==> src/rtl/rac_pkg.sv <==
// Shared types, codes and widths for the resource admission controller.
// Used by every module of the block; depends on nothing.
package rac_pkg;

   localparam int ID_W     = 8;
   localparam int MB_W     = 20;
   localparam int GPU_W    = 3;
   localparam int PRIO_W   = 8;
   localparam int STAMP_W  = 32;
   localparam int GFREE_W  = 21;
   localparam int RETRY_W  = 16;
   localparam int LIMIT_W  = 5;
   localparam int MODELS_W = 5;
   localparam int GPU_COUNT = 8;
   localparam int DEF_TABLE_DEPTH = 16;
   localparam int MAX_VICTIMS = 16;
   localparam int VCNT_W   = $clog2(MAX_VICTIMS + 1);
   localparam int RECL_W   = MB_W + VCNT_W;
   localparam int CSR_ADDR_W = 4;
   localparam int CSR_DATA_W = 32;

   localparam logic [LIMIT_W-1:0] LIMIT_RESET = 5'd4;
   localparam logic [RETRY_W-1:0] RETRY_RESET = 16'd1000;

   typedef enum logic [1:0] {
      OP_CLAIM   = 2'd0,
      OP_RELEASE = 2'd1,
      OP_BUSY    = 2'd2,
      OP_IDLE    = 2'd3
   } op_type;

   typedef enum logic [1:0] {
      REG_MODEL_LIMIT = 2'd0,
      REG_RETRY_DELAY = 2'd1,
      REG_RAM_RESERVE = 2'd2,
      REG_VRAM_RESERVE = 2'd3
   } reg_index_type;

   typedef enum logic [2:0] {
      DEC_ALLOW     = 3'd0,
      DEC_DENY      = 3'd1,
      DEC_DEFER     = 3'd2,
      DEC_THROTTLE  = 3'd3,
      DEC_EVICT     = 3'd4,
      DEC_DONE      = 3'd5,
      DEC_NOT_FOUND = 3'd6
   } decision_type;

   typedef enum logic [2:0] {
      CAUSE_NONE      = 3'd0,
      CAUSE_DUPLICATE = 3'd1,
      CAUSE_MODELS    = 3'd2,
      CAUSE_RAM       = 3'd3,
      CAUSE_VRAM      = 3'd4,
      CAUSE_PRESSURE  = 3'd5,
      CAUSE_FULL      = 3'd6
   } cause_type;

   typedef struct packed {
      logic [ID_W-1:0]    id;
      logic               model;
      logic [MB_W-1:0]    ram_mb;
      logic [MB_W-1:0]    vram_mb;
      logic [GPU_W-1:0]   gpu;
      logic [PRIO_W-1:0]  priority_lvl;
      logic               busy;
      logic [STAMP_W-1:0] stamp;
   } slot_entry_type;

   typedef struct packed {
      logic [LIMIT_W-1:0] model_limit;
      logic [RETRY_W-1:0] retry_delay_ms;
      logic [MB_W-1:0]    ram_keep_mb;
      logic [MB_W-1:0]    vram_keep_mb;
   } cfg_regs_type;

   typedef struct packed {
      logic                      pressure_critical;
      logic signed [GFREE_W-1:0] gpu_free_mb;
      logic [MB_W-1:0]           ram_free_mb;
      logic                      allow_defer;
      logic                      allow_evict;
      logic [PRIO_W-1:0]         claim_priority;
      logic [GPU_W-1:0]          gpu_index;
      logic [MB_W-1:0]           vram_need_mb;
      logic [MB_W-1:0]           ram_need_mb;
      logic                      is_model;
      logic [ID_W-1:0]           client_id;
   } req_item_type;

   typedef struct packed {
      decision_type        decision;
      cause_type           cause;
      logic [RETRY_W-1:0]  retry_ms;
      logic                victim_valid;
      logic [ID_W-1:0]     victim_id;
      logic                last_result;
      logic [MODELS_W-1:0] models_held;
   } result_type;

   function automatic result_type make_result(decision_type dec, cause_type cs,
                                              logic [RETRY_W-1:0] retry, logic vv,
                                              logic [ID_W-1:0] vid, logic last,
                                              logic [MODELS_W-1:0] models);
      result_type r;
      r.decision     = dec;
      r.cause        = cs;
      r.retry_ms     = retry;
      r.victim_valid = vv;
      r.victim_id    = vid;
      r.last_result  = last;
      r.models_held  = models;
      return r;
   endfunction

endpackage

==> src/rtl/rac_csr.sv <==
// APB-style register file for the admission controller settings.
// Depends on rac_pkg for the register codes and the settings struct.
module rac_csr (
   input  logic                           clock,
   input  logic                           reset,
   input  logic                           csr_psel,
   input  logic                           csr_penable,
   input  logic                           csr_pwrite,
   input  logic [rac_pkg::CSR_ADDR_W-1:0] csr_paddr,
   input  logic [rac_pkg::CSR_DATA_W-1:0] csr_pwdata,
   output logic [rac_pkg::CSR_DATA_W-1:0] csr_prdata,
   output logic                           csr_pready,
   output rac_pkg::cfg_regs_type          cfg
);
   import rac_pkg::*;

   cfg_regs_type  cfg_ff;
   cfg_regs_type  cfg_in;
   reg_index_type reg_sel;
   logic          wr_en;

   assign reg_sel    = reg_index_type'(csr_paddr[3:2]);
   assign wr_en      = csr_psel & csr_penable & csr_pwrite;
   assign csr_pready = 1'b1;
   assign cfg        = cfg_ff;

   always_comb begin
      cfg_in = cfg_ff;
      if (wr_en) begin
         unique case (reg_sel)
            REG_MODEL_LIMIT:  cfg_in.model_limit    = csr_pwdata[LIMIT_W-1:0];
            REG_RETRY_DELAY:  cfg_in.retry_delay_ms = csr_pwdata[RETRY_W-1:0];
            REG_RAM_RESERVE:  cfg_in.ram_keep_mb    = csr_pwdata[MB_W-1:0];
            REG_VRAM_RESERVE: cfg_in.vram_keep_mb   = csr_pwdata[MB_W-1:0];
            default:          cfg_in = cfg_ff;
         endcase
      end
   end

   always_comb begin
      unique case (reg_sel)
         REG_MODEL_LIMIT:  csr_prdata = CSR_DATA_W'(cfg_ff.model_limit);
         REG_RETRY_DELAY:  csr_prdata = CSR_DATA_W'(cfg_ff.retry_delay_ms);
         REG_RAM_RESERVE:  csr_prdata = CSR_DATA_W'(cfg_ff.ram_keep_mb);
         REG_VRAM_RESERVE: csr_prdata = CSR_DATA_W'(cfg_ff.vram_keep_mb);
         default:          csr_prdata = '0;
      endcase
   end

   always_ff @(posedge clock) begin
      if (reset) begin
         cfg_ff.model_limit    <= LIMIT_RESET;
         cfg_ff.retry_delay_ms <= RETRY_RESET;
         cfg_ff.ram_keep_mb    <= '0;
         cfg_ff.vram_keep_mb   <= '0;
      end else begin
         cfg_ff <= cfg_in;
      end
   end

endmodule

==> src/rtl/rac_table.sv <==
// Holder table: one entry per slot with a valid bit per slot, one read index.
// Depends on rac_pkg for the slot entry struct.
module rac_table #(
   parameter int TABLE_DEPTH = rac_pkg::DEF_TABLE_DEPTH
) (
   input  logic                           clock,
   input  logic                           reset,
   input  logic [$clog2(TABLE_DEPTH)-1:0] rd_idx,
   output logic                           rd_valid,
   output rac_pkg::slot_entry_type        rd_entry,
   input  logic                           wr_en,
   input  logic [$clog2(TABLE_DEPTH)-1:0] wr_idx,
   input  rac_pkg::slot_entry_type        wr_entry,
   input  logic                           clr_en,
   input  logic                           busy_en,
   input  logic                           busy_val,
   input  logic [$clog2(TABLE_DEPTH)-1:0] mod_idx
);
   import rac_pkg::*;

   slot_entry_type         slot_ff [TABLE_DEPTH];
   logic [TABLE_DEPTH-1:0] valid_ff;

   assign rd_valid = valid_ff[rd_idx];
   assign rd_entry = slot_ff[rd_idx];

   always_ff @(posedge clock) begin
      if (wr_en) begin
         slot_ff[wr_idx] <= wr_entry;
      end
      if (busy_en) begin
         slot_ff[mod_idx].busy <= busy_val;
      end
   end

   always_ff @(posedge clock) begin
      if (reset) begin
         valid_ff <= '0;
      end else begin
         if (wr_en) begin
            valid_ff[wr_idx] <= 1'b1;
         end
         if (clr_en) begin
            valid_ff[mod_idx] <= 1'b0;
         end
      end
   end

endmodule

==> src/rtl/resource_admission_controller.sv <==
// Resource admission controller: holder table with claim, release, busy and
// idle operations, judged by one sequencer sweeping the table a slot a cycle.
// Items arrive on req_* (tuser: operation; tdata: the claim fields). Results
// leave on rsp_* (tdata: decision, cause, retry, victim id, models held;
// tuser: victim_valid; tlast: last result of the item). Settings are written
// through the csr_* port; the user must write them only while the block is
// idle, as the block itself does not enforce it. Every item first takes one
// sweep of the table to find the id, a free slot, the RAM held and the VRAM
// held on its GPU, then a decision step and a push step that loads the output
// register; the sequencer then returns to idle and takes the next item, so no
// item is accepted until the last one's result is loaded. A claim that lists
// victims adds a sweep, a pick and a push per victim, up to sixteen, and one
// more sweep and pick when the idle candidates run out first. All sweeps share
// the one table read port. req_tready is high only while the sequencer is idle.
// One output register holds a result; when rsp_tready is low the sequencer
// waits on it and no further result is lost or repeated.
// Reset empties the table, zeroes the admission stamp counter and restores
// the default settings; no clearing pass is needed.
module resource_admission_controller #(
   parameter int TABLE_DEPTH = rac_pkg::DEF_TABLE_DEPTH
) (
   input  logic                           clock,
   input  logic                           reset,
   input  logic                           req_tvalid,
   output logic                           req_tready,
   // id, is_model, ram_need, vram_need, gpu, priority, allow_evict,
   // allow_defer, ram_free, gpu_free, pressure_critical
   input  logic [103:0]                   req_tdata,
   // operation
   input  logic [1:0]                     req_tuser,
   output logic                           rsp_tvalid,
   input  logic                           rsp_tready,
   // decision, cause, retry_ms, victim_id, models_held
   output logic [39:0]                    rsp_tdata,
   // victim_valid
   output logic                           rsp_tuser,
   output logic                           rsp_tlast,
   input  logic                           csr_psel,
   input  logic                           csr_penable,
   input  logic                           csr_pwrite,
   input  logic [rac_pkg::CSR_ADDR_W-1:0] csr_paddr,
   input  logic [rac_pkg::CSR_DATA_W-1:0] csr_pwdata,
   output logic [rac_pkg::CSR_DATA_W-1:0] csr_prdata,
   output logic                           csr_pready
);
   import rac_pkg::*;

   localparam int IDX_W = $clog2(TABLE_DEPTH);
   localparam int CNT_W = $clog2(TABLE_DEPTH + 1);
   localparam int SUM_W = MB_W + IDX_W + 1;
   localparam int CMP_W = SUM_W + 2;
   localparam logic [IDX_W-1:0] LAST_IDX = IDX_W'(TABLE_DEPTH - 1);

   typedef enum logic [6:0] {
      S_IDLE   = 7'b0000001,
      S_SCAN   = 7'b0000010,
      S_DECIDE = 7'b0000100,
      S_ROUND  = 7'b0001000,
      S_PICK   = 7'b0010000,
      S_PUSH   = 7'b0100000,
      S_FINAL  = 7'b1000000
   } state_type;

   cfg_regs_type   cfg;
   logic           rd_valid;
   slot_entry_type rd_entry;
   logic [IDX_W-1:0] rd_idx;
   logic           wr_en, clr_en, busy_en, busy_val;
   slot_entry_type wr_entry;

   state_type      state_ff, state_in, ret_ff, ret_in;
   req_item_type   item_ff, item_in;
   op_type         op_ff, op_in;
   logic [IDX_W-1:0] idx_ff, idx_in, match_idx_ff, match_idx_in;
   logic [IDX_W-1:0] free_idx_ff, free_idx_in, best_idx_ff, best_idx_in;
   logic           match_ff, match_in, free_ff, free_in, found_ff, found_in;
   logic [SUM_W-1:0] ram_sum_ff, ram_sum_in, vram_sum_ff, vram_sum_in;
   logic [CNT_W-1:0] cnt_ff, cnt_in;
   logic [STAMP_W-1:0] admit_ff, admit_in, best_age_ff, best_age_in;
   cause_type      cause_ff, cause_in;
   logic           bygpu_ff, bygpu_in, have_pend_ff, have_pend_in;
   logic [MB_W-1:0] need_ff, need_in, best_amt_ff, best_amt_in;
   logic [TABLE_DEPTH-1:0] taken_ff, taken_in;
   logic [VCNT_W-1:0] nvic_ff, nvic_in;
   logic [RECL_W-1:0] recl_ff, recl_in;
   logic [ID_W-1:0] pend_id_ff, pend_id_in, best_id_ff, best_id_in;
   logic [PRIO_W-1:0] best_prio_ff, best_prio_in;
   result_type     res_ff, res_in, rsp_ff, rsp_in;
   logic           rsp_valid_ff, rsp_valid_in;

   logic [STAMP_W-1:0] age;
   logic               eligible, better, push_go, stop;
   logic [MODELS_W-1:0] models_now;
   logic signed [CMP_W-1:0] ram_avail, vram_avail;
   logic               ram_bad, vram_bad, gpu_ok;
   logic [RECL_W-1:0]  recl_next;
   logic [VCNT_W-1:0]  nvic_next;

   rac_csr u_csr (
      .clock       (clock),
      .reset       (reset),
      .csr_psel    (csr_psel),
      .csr_penable (csr_penable),
      .csr_pwrite  (csr_pwrite),
      .csr_paddr   (csr_paddr),
      .csr_pwdata  (csr_pwdata),
      .csr_prdata  (csr_prdata),
      .csr_pready  (csr_pready),
      .cfg         (cfg)
   );

   rac_table #(.TABLE_DEPTH(TABLE_DEPTH)) u_table (
      .clock    (clock),
      .reset    (reset),
      .rd_idx   (rd_idx),
      .rd_valid (rd_valid),
      .rd_entry (rd_entry),
      .wr_en    (wr_en),
      .wr_idx   (free_idx_ff),
      .wr_entry (wr_entry),
      .clr_en   (clr_en),
      .busy_en  (busy_en),
      .busy_val (busy_val),
      .mod_idx  (match_idx_ff)
   );

   assign req_tready = (state_ff == S_IDLE);
   assign rsp_tvalid = rsp_valid_ff;
   assign rsp_tdata  = {5'd0, rsp_ff.models_held, rsp_ff.victim_id, rsp_ff.retry_ms,
                        rsp_ff.cause, rsp_ff.decision};
   assign rsp_tuser  = rsp_ff.victim_valid;
   assign rsp_tlast  = rsp_ff.last_result;

   assign rd_idx     = (state_ff == S_DECIDE) ? match_idx_ff : idx_ff;
   assign models_now = MODELS_W'(cnt_ff);
   assign age        = admit_ff - rd_entry.stamp;
   assign eligible   = rd_valid && !rd_entry.busy && !taken_ff[idx_ff] &&
                       (!bygpu_ff || rd_entry.gpu == item_ff.gpu_index);
   assign better     = !found_ff || (rd_entry.priority_lvl < best_prio_ff) ||
                       ((rd_entry.priority_lvl == best_prio_ff) && (age > best_age_ff));
   assign push_go    = !rsp_valid_ff || rsp_tready;

   assign ram_avail  = CMP_W'(item_ff.ram_free_mb) - CMP_W'(ram_sum_ff)
                       - CMP_W'(cfg.ram_keep_mb);
   assign ram_bad    = (item_ff.ram_need_mb != '0) &&
                       (ram_avail < $signed(CMP_W'(item_ff.ram_need_mb)));
   assign gpu_ok     = !item_ff.gpu_free_mb[GFREE_W-1] &&
                       (32'(item_ff.gpu_index) < GPU_COUNT);
   assign vram_avail = CMP_W'(item_ff.gpu_free_mb) - CMP_W'(vram_sum_ff)
                       - CMP_W'(cfg.vram_keep_mb);
   assign vram_bad   = (item_ff.vram_need_mb != '0) &&
                       (!gpu_ok || (vram_avail < $signed(CMP_W'(item_ff.vram_need_mb))));

   assign recl_next  = recl_ff + RECL_W'(best_amt_ff);
   assign nvic_next  = nvic_ff + 1'b1;
   assign stop       = (32'(nvic_next) == MAX_VICTIMS) ||
                       ((need_ff != '0) && (recl_next >= RECL_W'(need_ff)));

   always_comb begin
      wr_entry.id           = item_ff.client_id;
      wr_entry.model        = item_ff.is_model;
      wr_entry.ram_mb       = item_ff.ram_need_mb;
      wr_entry.vram_mb      = item_ff.vram_need_mb;
      wr_entry.gpu          = item_ff.gpu_index;
      wr_entry.priority_lvl = item_ff.claim_priority;
      wr_entry.busy         = 1'b0;
      wr_entry.stamp        = admit_ff;
   end

   always_comb begin
      state_in = state_ff;   ret_in = ret_ff;       item_in = item_ff;
      op_in = op_ff;         idx_in = idx_ff;       match_idx_in = match_idx_ff;
      free_idx_in = free_idx_ff; best_idx_in = best_idx_ff;
      match_in = match_ff;   free_in = free_ff;     found_in = found_ff;
      ram_sum_in = ram_sum_ff; vram_sum_in = vram_sum_ff;
      cnt_in = cnt_ff;       admit_in = admit_ff;   best_age_in = best_age_ff;
      cause_in = cause_ff;   bygpu_in = bygpu_ff;   have_pend_in = have_pend_ff;
      need_in = need_ff;     best_amt_in = best_amt_ff; taken_in = taken_ff;
      nvic_in = nvic_ff;     recl_in = recl_ff;     pend_id_in = pend_id_ff;
      best_id_in = best_id_ff; best_prio_in = best_prio_ff;
      res_in = res_ff;       rsp_in = rsp_ff;
      rsp_valid_in = rsp_valid_ff && !rsp_tready;
      wr_en = 1'b0;  clr_en = 1'b0;  busy_en = 1'b0;  busy_val = 1'b0;

      unique case (state_ff)
         S_IDLE: begin
            if (req_tvalid) begin
               item_in     = req_item_type'(req_tdata);
               op_in       = op_type'(req_tuser);
               idx_in      = '0;
               match_in    = 1'b0;
               free_in     = 1'b0;
               ram_sum_in  = '0;
               vram_sum_in = '0;
               state_in    = S_SCAN;
            end
         end
         S_SCAN: begin
            if (rd_valid) begin
               ram_sum_in = ram_sum_ff + SUM_W'(rd_entry.ram_mb);
               if (rd_entry.gpu == item_ff.gpu_index) begin
                  vram_sum_in = vram_sum_ff + SUM_W'(rd_entry.vram_mb);
               end
               if (rd_entry.id == item_ff.client_id && !match_ff) begin
                  match_in     = 1'b1;
                  match_idx_in = idx_ff;
               end
            end else if (!free_ff) begin
               free_in     = 1'b1;
               free_idx_in = idx_ff;
            end
            idx_in = idx_ff + 1'b1;
            if (idx_ff == LAST_IDX) begin
               state_in = S_DECIDE;
            end
         end
         S_DECIDE: begin
            state_in = S_PUSH;
            ret_in   = S_IDLE;
            if (op_ff != OP_CLAIM) begin
               if (!match_ff) begin
                  res_in = make_result(DEC_NOT_FOUND, CAUSE_NONE, '0, 1'b0, '0, 1'b1,
                                       models_now);
               end else begin
                  if (op_ff == OP_RELEASE) begin
                     clr_en = 1'b1;
                     cnt_in = cnt_ff - CNT_W'(rd_entry.model);
                  end else begin
                     busy_en  = 1'b1;
                     busy_val = (op_ff == OP_BUSY);
                  end
                  res_in = make_result(DEC_DONE, CAUSE_NONE, '0, 1'b0, '0, 1'b1,
                                       MODELS_W'(cnt_in));
               end
            end else if (match_ff) begin
               res_in = make_result(DEC_DENY, CAUSE_DUPLICATE, '0, 1'b0, '0, 1'b1,
                                    models_now);
            end else if ((item_ff.is_model && (32'(cnt_ff) >= 32'(cfg.model_limit)))
                         || ram_bad || vram_bad) begin
               if (item_ff.is_model && (32'(cnt_ff) >= 32'(cfg.model_limit))) begin
                  cause_in = CAUSE_MODELS;
                  bygpu_in = 1'b1;
                  need_in  = item_ff.vram_need_mb;
               end else if (ram_bad) begin
                  cause_in = CAUSE_RAM;
                  bygpu_in = 1'b0;
                  need_in  = '0;
               end else begin
                  cause_in = CAUSE_VRAM;
                  bygpu_in = 1'b1;
                  need_in  = item_ff.vram_need_mb;
               end
               if (item_ff.allow_evict) begin
                  taken_in     = '0;
                  nvic_in      = '0;
                  recl_in      = '0;
                  have_pend_in = 1'b0;
                  idx_in       = '0;
                  found_in     = 1'b0;
                  state_in     = S_ROUND;
               end else if (item_ff.allow_defer) begin
                  res_in = make_result(DEC_DEFER, cause_in, cfg.retry_delay_ms, 1'b0, '0,
                                       1'b1, models_now);
               end else begin
                  res_in = make_result(DEC_DENY, cause_in, '0, 1'b0, '0, 1'b1, models_now);
               end
            end else if (item_ff.pressure_critical) begin
               if (item_ff.allow_defer) begin
                  res_in = make_result(DEC_DEFER, CAUSE_PRESSURE, cfg.retry_delay_ms, 1'b0,
                                       '0, 1'b1, models_now);
               end else begin
                  res_in = make_result(DEC_THROTTLE, CAUSE_PRESSURE, '0, 1'b0, '0, 1'b1,
                                       models_now);
               end
            end else if (!free_ff) begin
               res_in = make_result(DEC_DENY, CAUSE_FULL, '0, 1'b0, '0, 1'b1, models_now);
            end else begin
               wr_en    = 1'b1;
               admit_in = admit_ff + 1'b1;
               cnt_in   = cnt_ff + CNT_W'(item_ff.is_model);
               res_in   = make_result(DEC_ALLOW, CAUSE_NONE, '0, 1'b0, '0, 1'b1,
                                      MODELS_W'(cnt_in));
            end
         end
         S_ROUND: begin
            if (eligible && better) begin
               found_in     = 1'b1;
               best_idx_in  = idx_ff;
               best_prio_in = rd_entry.priority_lvl;
               best_age_in  = age;
               best_id_in   = rd_entry.id;
               best_amt_in  = bygpu_ff ? rd_entry.vram_mb : rd_entry.ram_mb;
            end
            idx_in = idx_ff + 1'b1;
            if (idx_ff == LAST_IDX) begin
               state_in = S_PICK;
            end
         end
         S_PICK: begin
            if (found_ff) begin
               taken_in[best_idx_ff] = 1'b1;
               recl_in      = recl_next;
               nvic_in      = nvic_next;
               pend_id_in   = best_id_ff;
               have_pend_in = 1'b1;
               if (have_pend_ff) begin
                  res_in   = make_result(DEC_EVICT, cause_ff, '0, 1'b1, pend_id_ff, 1'b0,
                                         models_now);
                  ret_in   = stop ? S_FINAL : S_ROUND;
                  state_in = S_PUSH;
               end else if (stop) begin
                  state_in = S_FINAL;
               end else begin
                  idx_in   = '0;
                  found_in = 1'b0;
                  state_in = S_ROUND;
               end
            end else if (have_pend_ff) begin
               state_in = S_FINAL;
            end else begin
               ret_in   = S_IDLE;
               state_in = S_PUSH;
               if (item_ff.allow_defer) begin
                  res_in = make_result(DEC_DEFER, cause_ff, cfg.retry_delay_ms, 1'b0, '0,
                                       1'b1, models_now);
               end else begin
                  res_in = make_result(DEC_DENY, cause_ff, '0, 1'b0, '0, 1'b1, models_now);
               end
            end
         end
         S_FINAL: begin
            res_in   = make_result(DEC_EVICT, cause_ff, '0, 1'b1, pend_id_ff, 1'b1,
                                   models_now);
            ret_in   = S_IDLE;
            state_in = S_PUSH;
         end
         S_PUSH: begin
            if (push_go) begin
               rsp_in       = res_ff;
               rsp_valid_in = 1'b1;
               state_in     = ret_ff;
               idx_in       = '0;
               found_in     = 1'b0;
            end
         end
         default: state_in = S_IDLE;
      endcase
   end

   always_ff @(posedge clock) begin
      if (reset) begin
         state_ff     <= S_IDLE;
         ret_ff       <= S_IDLE;
         rsp_valid_ff <= 1'b0;
         cnt_ff       <= '0;
         admit_ff     <= '0;
      end else begin
         state_ff     <= state_in;
         ret_ff       <= ret_in;
         rsp_valid_ff <= rsp_valid_in;
         cnt_ff       <= cnt_in;
         admit_ff     <= admit_in;
      end
   end

   always_ff @(posedge clock) begin
      item_ff      <= item_in;
      op_ff        <= op_in;
      idx_ff       <= idx_in;
      match_idx_ff <= match_idx_in;
      free_idx_ff  <= free_idx_in;
      best_idx_ff  <= best_idx_in;
      match_ff     <= match_in;
      free_ff      <= free_in;
      found_ff     <= found_in;
      ram_sum_ff   <= ram_sum_in;
      vram_sum_ff  <= vram_sum_in;
      best_age_ff  <= best_age_in;
      cause_ff     <= cause_in;
      bygpu_ff     <= bygpu_in;
      have_pend_ff <= have_pend_in;
      need_ff      <= need_in;
      best_amt_ff  <= best_amt_in;
      taken_ff     <= taken_in;
      nvic_ff      <= nvic_in;
      recl_ff      <= recl_in;
      pend_id_ff   <= pend_id_in;
      best_id_ff   <= best_id_in;
      best_prio_ff <= best_prio_in;
      res_ff       <= res_in;
      rsp_ff       <= rsp_in;
   end

endmodule
==> config.mk <==
export PLATFORM = sky130hd
export DESIGN_NAME = resource_admission_controller
export DESIGN_NICKNAME = d
export VERILOG_FILES = /design/src/rtl/rac_pkg.sv /design/src/rtl/rac_csr.sv /design/src/rtl/rac_table.sv /design/src/rtl/resource_admission_controller.sv
export SDC_FILE = /design/constraint.sdc
export NUM_CORES = 2
export LEC_CHECK = 0
export BUFFER_PORTS_ARGS = -buffer_cell sky130_fd_sc_hd__buf_2
export CAP_MARGIN = 30
export CORE_ASPECT_RATIO = 1.1
export CORE_MARGIN = 8
export CORE_UTILIZATION = 30
export DETAILED_ROUTE_END_ITERATION = 10
export SYNTH_ARGS = -nofsm -noshare
export SYNTH_HDL_FRONTEND = slang
export SYNTH_HIERARCHICAL = 1
export SYNTH_SLANG_ARGS = --single-unit
==> constraint.sdc <==
create_clock -name clock -period 26.4 [get_ports clock]
set_clock_uncertainty 0.05 [all_clocks]
set_input_delay 7.92 -clock clock [delete_from_list [all_inputs] [get_ports clock]]
set_output_delay 7.92 -clock clock [all_outputs]
set_load 0.02 [all_outputs]
==> metrics <==
Ys Warns=6; Power Density=around 83 mW/mm2; clk_lat worst skew=around 0.89 ns; most frequent cell after synthesis=edfxtp_1; worst-path cell chain=buf_2, nor2b_4, a22o_1, buf_2; commonest register cell after synthesis=edfxtp_1; Detailed Place HPWL=140 mm; Synth Cell Area=approximately 0.088 mm2; gpl congestion=0.870; post-CTS sizing=0; Leak=between 30 and 40 nW; kind of critical path=in2out; cell taking the most area after synthesis=edfxtp_1; most instantiated cells after synthesis=edfxtp_1, mux4_2, inv_1; Sink Count=approximately 2000; Pre-antenna DRT Iters=7; share of layout cells above drive strength 1=between 10% and 20%; Die Height=slightly below 600 um; Setup TNS=0 ns; Seq/Total Area, Yosys=about 67%; worst slack, placed=8.86 ns; setup ws final=slightly below 9 ns; Crit path arrival time=9.58 ns; Worst Hold Slack=0.357 ns; number of nets in the layout=between 6000 and 7000; Placed Instance Area=around 0.093 mm2; Routed Antenna Nets=0; status=finished clean; Combinational Power Share=a little over a fifth; Final setup viols=0; Reg power frac=43.3%; Register Area=~0.06 mm2; Area Growth Syn to Fin=14.7%; Synth Register Bits=between 2000 and 2500; Core ar.=0.291 mm2; DRT Wirelength=229 mm; Net Sw Frac=28.2%; Hold WC Path Type=reg2reg; DRC viols=0; CP bufs+invs=2; Via Count=48840; VDD IR-drop max=between 0.06 and 0.07 mV; Top cell by count, worst path=buf_2; CP max stage cell=buf_2; max cap viols=0; die area=0.310 mm2; largest net degree at the start of global routing=~110; area of the multi-input gates=approximately 0.027 mm2; total global-route track usage=between 10% and 20%; GR Overflow Total=0; synthesized area per cell=16.3 um2; crit end category=output port; Synth area leaders=edfxtp_1, mux4_2, ha_1, dfxtp_1, a22oi_1; Initial Util=approximately 30%; clock share of power=about 36%; Max Root-Sink Buffers=3; number of synthesized flops with an enable pin=~1900; Die Wd=532 um; vias in the first global route=between 40000 and 50000; CP peak stage delay=~0.73 ns; I/O Pins=226; number of CTS-inserted buffers=209; Worst-path clk slew=~0.06 ns; initial antenna violation count=20; RSZ-0062 raised after global routing=false; initial DRC count=roughly 4500; post-synthesis async set-or-reset flop share=0%; final hold viol count=0; first-pass GRT wire length=roughly 330 mm; Net Sw Power=around 0.0024 W; Worst Setup Start Kind=primary input; CTS tree=done; FP Rows=about 210; Util after Layout=around a third; P_int=approximately 0.0060 W; Cell variety after synth=102; cell area after layout=~0.1 mm2; port bufs=193; H-tree depth=4; critical path's top delay family=buffers and inverters; crit path max fanout=44; fillers=about 28000; Rel. slew slack=26.0%; Max Freq=about 0.057 GHz; worst endpoint required time=around 18 ns; setup bufs post-CTS=0; Post-CTS Hold Buffers=0; Vias/cell=approximately 5.0; worst slew pin tran=1.11 ns; share of the synthesized area in the top cell type=around 64%; max-slew violations=0; Final Cycle Share=between 60 and 70%; Syn Inst Count=around 5400; average wire per standard cell=23.4 um; CTS root buf=clkbuf_16; fin crit period=about 18 ns
-- per-layer routing --
layer  vias to the layer above  global-route usage, %  routed length [um]
met4                         0                   4.01                5800
li1                      21631                      -                   -
met5                         -                      0                   0
met1                     25356                   19.4               98900
met3                       297                   2.09               13700
met2                      1556                   23.7              110000
-- sequential cells by signal, summed over array words and instances, names as in the netlist, 8 cells and up --
name              flops
admit_ff             32
best_age_ff          32
best_amt_ff          20
best_id_ff            8
best_prio_ff          8
item_ff             104
need_ff              20
pend_id_ff            8
ram_sum_ff           25
recl_ff              25
res_ff               37
rsp_tdata            35
taken_ff             16
u_csr/cfg            61
u_table/slot_ff    1488
u_table/valid_ff     16
vram_sum_ff          25
-- worst paths after layout --
check | depth (start not counted) | slack [ns] | end | startpoint
worst max register to register | 37 | 14.21 | best_prio_ff[4] | state_ff[6]
worst max-delay path | 4 | 8.85 | csr_prdata[5] | csr_paddr[2]
worst min register to register | 0 | 0.36 | rsp_tlast | res_ff[5]
worst min-delay path | 0 | 0.36 | rsp_tlast | res_ff[5]
-- logic make-up after synthesis --
kind of cell    count (synthesis)  share of synthesized area, %
compound gates                828                          6.43
xor+xnor                      186                          1.86
fa+ha+maj                     303                          4.54
buf+inv                       540                          2.67
flops                        2009                          67.3
mux                           466                          10.9
other cells                     3                        0.0128
simple gates                 1064                          6.30
-- placed cells by master, fill, tap and decap left out, types with 45 or more instances in the layout --
master	instances
edfxtp_1	1884
mux4_2	385
inv_1	311
ha_1	277
nor2_1	240
nand2_1	233
clkbuf_16	210
buf_2	192
a22oi_1	190
a21oi_1	176
xnor2_1	129
dfxtp_1	125
o21ai_0	114
nand2b_1	98
nor2b_1	84
nand3_1	75
buf_4	74
and2_1	61
a21o_1	60
nor3_1	58
xor2_1	57
mux2i_1	51
o21a_1	45
-- cell type report --
class | count | share of cell area (%)
antenna | 7 | 0.0174
inverter | 317 | 1.21
clock buffer | 255 | 5.44
timing repair buffer | 279 | 1.80
multi-input combinational | 2866 | 26.4
sequential | 2009 | 58.7
clock inverter | 136 | 1.64
tap | 3885 | 4.83
-- per-stage QoR --
| step | power, W | std cells |
|---|---|---|
| global placement | 0.00541 | 9349 |
| global route | 0.00875 | 9751 |
| detailed placement | 0.00544 | 9351 |
| CTS | 0.00847 | 9742 |
| floorplan | 0.00494 | 5415 |
| finish | 0.00839 | 9754 |
-- power groups by stage --
stage | combinational (W) | clock, W | sequential, W
finish | 0.00175 | 0.00300 | 0.00363
global route | 0.00192 | 0.00319 | 0.00363
CTS | 0.00176 | 0.00308 | 0.00363
detailed placement | 0.00174 | 0 | 0.00370
global placement | 0.00172 | 0 | 0.00369
floorplan | 0.00128 | 0 | 0.00366
-- worst reg2reg max path: cells and delay by family (launching register included) --
kind | cells | cell delay (ns)
buffers and inverters | 7 | 3.52
muxes | 1 | 0.39
AOI/OAI and AO/OA | 13 | 3.37
and+or+nand+nor | 13 | 3.44
adders and majority gates | 2 | 0.54
xor gates and xnor gates | 1 | 0.16
DFF | 1 | 0.35
Note: power is estimated with default switching activity, not from simulation.
